===== src/sv/sia_pkg.sv =====
// Shared types and codes for the signed integer ALU.
package sia_pkg;
    localparam int unsigned DataW = 64;
    localparam int unsigned KindW = 3;
    localparam int unsigned StatW = 2;

    localparam logic [KindW-1:0] KIND_ADD = 3'd0;
    localparam logic [KindW-1:0] KIND_SUB = 3'd1;
    localparam logic [KindW-1:0] KIND_MUL = 3'd2;
    localparam logic [KindW-1:0] KIND_DIV = 3'd3;
    localparam logic [KindW-1:0] KIND_REM = 3'd4;
    localparam logic [KindW-1:0] KIND_NEG = 3'd5;

    localparam logic [StatW-1:0] STAT_OK       = 2'd0;
    localparam logic [StatW-1:0] STAT_DIV_ZERO = 2'd1;
    localparam logic [StatW-1:0] STAT_OVERFLOW = 2'd2;

    localparam logic [DataW-1:0] INT_MIN = {1'b1, {(DataW-1){1'b0}}};

    // Classified word between the front and the back end.
    typedef struct packed {
        logic [KindW-1:0] kind;
        logic             trap;
        logic [StatW-1:0] status;
        logic [DataW-1:0] a;
        logic [DataW-1:0] b;
    } t_op;

    // Queue control seen by the back end.
    typedef struct packed {
        logic valid;
        logic take;
    } t_qctl;

    localparam int unsigned QDepth = 4;
    localparam int unsigned QAw    = $clog2(QDepth);

    // Back-end pipeline depth: stage 0, one divide step per stage (64), plus the sign-fix stage.
    localparam int unsigned DivSteps = DataW;
    localparam int unsigned PipeLen  = DivSteps + 2;
    localparam int unsigned PipeCntW = $clog2(PipeLen + 4);
    // Output queue must hold everything in flight.
    localparam int unsigned OQDepth = 128;
    localparam int unsigned OQAw    = $clog2(OQDepth);
endpackage


===== src/sv/sia_front.sv =====
// Front end: accepts words, classifies traps, and queues them for the back end.
module sia_front import sia_pkg::*; (
    input  logic             i_clk,
    input  logic             i_rst_n,
    input  logic             i_push,
    output logic             o_full,
    input  logic [KindW-1:0] i_kind,
    input  logic [DataW-1:0] i_operand_a,
    input  logic [DataW-1:0] i_operand_b,
    input  logic             i_take,
    output logic             o_valid,
    output t_op              o_op
);
    t_op            r_mem [QDepth];
    logic [QAw-1:0] r_rd;
    logic [QAw-1:0] r_wr;
    logic [QAw:0]   r_cnt;
    t_op            n_op;
    logic           w_is_div;
    logic           w_push;
    logic           w_pop;

    assign o_full  = (r_cnt == (QAw+1)'(QDepth));
    assign o_valid = (r_cnt != '0);
    assign o_op    = r_mem[r_rd];
    assign w_push  = i_push && !o_full;
    assign w_pop   = i_take && o_valid;

    always_comb begin
        w_is_div  = (i_kind == KIND_DIV) || (i_kind == KIND_REM);
        n_op.kind = i_kind;
        n_op.a    = i_operand_a;
        n_op.b    = i_operand_b;
        n_op.trap = 1'b0;
        n_op.status = STAT_OK;
        if (w_is_div && i_operand_b == '0) begin
            n_op.trap   = 1'b1;
            n_op.status = STAT_DIV_ZERO;
        end else if (w_is_div && i_operand_a == INT_MIN && i_operand_b == '1) begin
            n_op.trap   = 1'b1;
            n_op.status = STAT_OVERFLOW;
        end
    end

    always_ff @(posedge i_clk) begin
        if (w_push) begin
            r_mem[r_wr] <= n_op;
        end
    end

    always_ff @(posedge i_clk) begin
        if (!i_rst_n) begin
            r_rd  <= '0;
            r_wr  <= '0;
            r_cnt <= '0;
        end else begin
            if (w_push) begin
                r_wr <= r_wr + 1'b1;
            end
            if (w_pop) begin
                r_rd <= r_rd + 1'b1;
            end
            r_cnt <= r_cnt + (QAw+1)'(w_push) - (QAw+1)'(w_pop);
        end
    end
endmodule


===== config.mk =====
export PLATFORM = sky130hd
export DESIGN_NAME = sia_front
export DESIGN_NICKNAME = d
export VERILOG_FILES = /design/src/sv/sia_pkg.sv /design/src/sv/sia_front.sv
export SDC_FILE = /design/constraint.sdc
export NUM_CORES = 1
export LEC_CHECK = 0
export ABC_AREA = 1
export BUFFER_PORTS_ARGS = -buffer_cell sky130_fd_sc_hd__buf_2
export CORE_MARGIN = 5
export CORE_UTILIZATION = 58
export DETAILED_ROUTE_END_ITERATION = 6
export PLACE_DENSITY = 0.89
export SYNTH_ARGS = -nofsm -noshare
export SYNTH_HDL_FRONTEND = slang
export SYNTH_SLANG_ARGS = --single-unit

===== constraint.sdc =====
create_clock -name i_clk -period 9.5 [get_ports i_clk]
set_input_delay 0.95 -clock i_clk [delete_from_list [all_inputs] [get_ports i_clk]]
set_output_delay 0.95 -clock i_clk [all_outputs]
set_load 0.005 [all_outputs]

# Word level (Yosys, flattened, before mapping)
# Memories as Yosys holds them, arrays and structs flattened. A register that Yosys moved wholly into a read port is not among the register bits.
# Index checks and enable logic that the tools add are counted.
# Widths: inputs -> output; s select.
[word_totals] ff_bits=7 latch_bits=0 ramBits=536 romBits=0 n_memories=1
[memory_table] memory="r_mem" words=4 width=134 read_ports=1 rd_ports_with_merged_regs=1 write_ports=1 line_no="sia_front.sv:14" rtl="t_op r_mem [QDepth];"
[classes] add_sub_neg=4 multipliers=0 div_mod_pow=0 n_lt_le_gt_ge=0 n_eq_ne=5 shift=0 muxes=6 bitwise=0 n_reduce_logical=9
[op_table] cell="$eq 64x64->1 const B" count=2
[op_table] cell="$logic_not 64->1" count=1
[op_table] cell="$eq 3x3->1 const B" count=2
[op_table] cell="$mux 3" count=2
[op_table] cell="$logic_and 1x1->1" count=5
[op_table] cell="$add 2x1->2 const B" count=2
[op_table] cell="$mux 2" count=2
[op_table] cell="$add 3x1->3" count=1
[op_table] cell="$eq 3x2->1 const B" count=1
[op_table] cell="$reduce_bool 3->1" count=1
[op_table] cell="$sub 3x1->3" count=1
[op_table] cell="$mux 1" count=2
[op_table] cell="$logic_not 1->1" count=1
[op_table] cell="$logic_or 1x1->1" count=1

# Depth between registers and ports, before layout
[depth] depth_word=6 ltp_mapped=10 ltp_nobuf=10

# Least setup slack after synthesis
# Ideal clock, no wire load.
[synth_path] kind="input-to-reg" startpoint="input port i_push" endpoint="memory r_mem[0][0] in the netlist's numbering, enable pin" setup_ns=0.629 arrival_time_ns=6.600 slack_ns=2.271 stages=2 path_buffers=0 cell_sequence="o21ai_4 nor2_1"
[synth_between] elab_chain_cells=3
[synth_lines] item="start: declaration" line_no="sia_front.sv:5" rtl="input logic i_push,"
[synth_lines] item="$logic_and 1x1->1" line_no="sia_front.sv:26" rtl="assign w_push = i_push && !o_full;"
[synth_lines] item="$mux 1" line_no="sia_front.sv:46" rtl="if (w_push) begin"
[synth_lines] item="$mux 1 (implied by the code)" line_no="sia_front.sv:47" rtl="r_mem[r_wr] <= n_op;"
[synth_lines] item="end: declaration" line_no="sia_front.sv:14"
# No other way between the ends.

==> results.ini <==
[outcome]
status=complete, no violations

[power_and_ir_drop]
vdd_drop_max_mv=0.191
power_frac_clock_pct=31.9
combPwrFrac_pct=20.1
power.leakage_nw=8.50
powerDensity_nw_per_um2=260
switching_share_pct=28.2
p_switching_mw=1.78
internal_power_mw=4.53
seqPwrFrac_pct=48.0

[timing]
hold_viol_final=0
setup_tns_ns=0
rsz0062_at_grt=false
worst_slew_pin_slew_ns=1.15
fmax_ghz=0.205
fin_skew_ns=0.0124
min_period_ns=4.88
setup_viol=0
slew_viol_final=0
slew_headroom_pct=23.3
timing.final.crit_share_pct=51.4

[floorplan]
fp-row-count=69
die_w_um=201
coreArea_um2=35700
chipHeight_um=201
ios=271
fp.dieArea_um2=40200
initial_core_util_pct=59.0

[clock_network]
htreeDepth=2
cts_resized=0
cts_buffer_depth=3
root_buffer=clkbuf_16
insertion_delay_ns=0.56
clkTransAtPathRegs_ns=0.06
ctsHoldBuffers=0
postCtsSetupBuffers=0
numCtsBuffers=52
cts_tree=done
cts.sinks=545

[synthesis]
synth.area.top_cells=edfxtp_1 (76%), nor2_1 (6.5%), o21ai_0 (5.2%)
syn_nets=1683
ys_types=28
synth_top_cell_area_share_pct=76.4
synth-edff-count=536
ys_seq_area_share_pct=77.2
avgSynthCellArea_um2=13.7
synth_common_cells=edfxtp_1 (536), nor2_1 (365), o21ai_0 (220), o22ai_1 (134), nand2_1 (66)
yosysWarnings=0
synth_area_leader_cell=edfxtp_1
synth-seq-cells=545
yosys.cell_count.top_type=edfxtp_1
synthFlopType=edfxtp_1
ys_async_sr_fraction_pct=0
netlist_instances=1541
syn_area_um2=21100

[placement]
hpwl_mm=28.5
placed_cell_area_um2=22600
dp_cells=2197
gp_congestion=0.822
port_buffers=270

[drt]
drtAntennaViolNets=0
route.detailed.drc=0
vias=13700
dr.pass1.iters=5
vias_per_cell=5.97
drtIter0Drc=1437
wire_per_inst_um=21.3
routed_wirelength_mm=48.9

[layout]
fin_cells=2298
final_cell_area_um2=24300
final_core_util_pct=67.9
nNetsFinal=1932
drive_gt1_share_pct=20.0
syn_to_final_growth_pct=15.1

[global_route]
antenna_found_initial=12
grt_pass1_wl_mm=74.9
grt_max_degree=160
overflow=0
grt_usage_pct=23.4
grt_pass1_vias=13600

[critical_path]
worstSetupStartpointType=register
endpoint_kind=output pin
worst-path-max-fanout=99
required_ns=8.55
arrival_ns=3.93
path_class=register to output pin

[worst_hold_path]
hp-class=register to register

[run]
maxCapViolCount=0

[sequential cells by signal, summed over array words and instances (netlist names), named ones only]
signal	cells
r_cnt	3
r_mem	536
r_rd	2
r_wr	2
[cells by family after synthesis]
kind of cell / after synthesis / share of synthesized area, %
compound gates: 416 / 10.8
buf+inv: 121 / 3.28
flops: 545 / 77.2
simple gates: 452 / 8.28
fa+ha+maj: 7 / 0.451
[area by class of cell]
type,instances,area (um^2)
flip-flops and latches,545,16300
fillers,2328,11500
multi-input cells,875,4140
repair buffers,283,1450
clock buffers,67,1380
well taps,461,577
clock inverters,26,287
inverters,33,134
diodes,8,20.0
[per-stage QoR]
step                      setup WS [ns]  hold slack, ns  total power, mW
final                              4.62           0.466             6.31
after global routing               4.31           0.508             6.59
after CTS                          4.64           0.467             6.35
after detailed placement           5.25           0.457             4.34
after global placement             5.33           0.435             4.29
after floorplan                    2.27           0.436             3.85
[worst max-delay path: stages, from the launching register on]
cell,delay [ns]
dfxtp_4,0.84
buf_4,0.85
buf_4,0.85
o21ai_0,0.23
o22ai_1,0.29
buf_2,0.17
[per-layer routing]
metal	global-route usage, %	up-vias	wire, um
met3	3.84	127	3680
met5	0	-	48
li1	-	6206	-
met4	9.66	8	1880
met1	30.6	6703	18600
met2	39.3	686	24600
[final timing paths]
check | startpoint | end | slack [ns] | depth (start not counted)
max reg2reg | r_cnt[1] | r_mem[0][26] | 7.06 | 4
min reg2reg | r_rd[0] | register | 0.47 | 1
max | register | o_op[72] | 4.62 | 5
min | r_rd[0] | register | 0.47 | 1
[cell usage in the layout (no fill, tap or decap), types with 14 or more instances in the layout]
master,synthesis,routed
o21ai_0,220,220
nor2_1,365,361
buf_2,12,270
clkbuf_1,44,14
clkbuf_16,0,53
o21ai_1,54,54
nand2_1,66,66
inv_1,30,30
o22ai_1,134,134
edfxtp_1,536,536
[power groups by stage]
stage | clock network (mW) | logic, mW | registers, mW
2_1_floorplan | 0 | 0.780 | 3.07
3_3_place_gp | 0 | 1.22 | 3.06
3_5_place_dp | 0 | 1.27 | 3.08
4_1_cts | 2.04 | 1.28 | 3.03
5_1_grt | 2.15 | 1.39 | 3.05
6_report | 2.01 | 1.27 | 3.03
No activity file was read; power rests on OpenSTA's default activity.
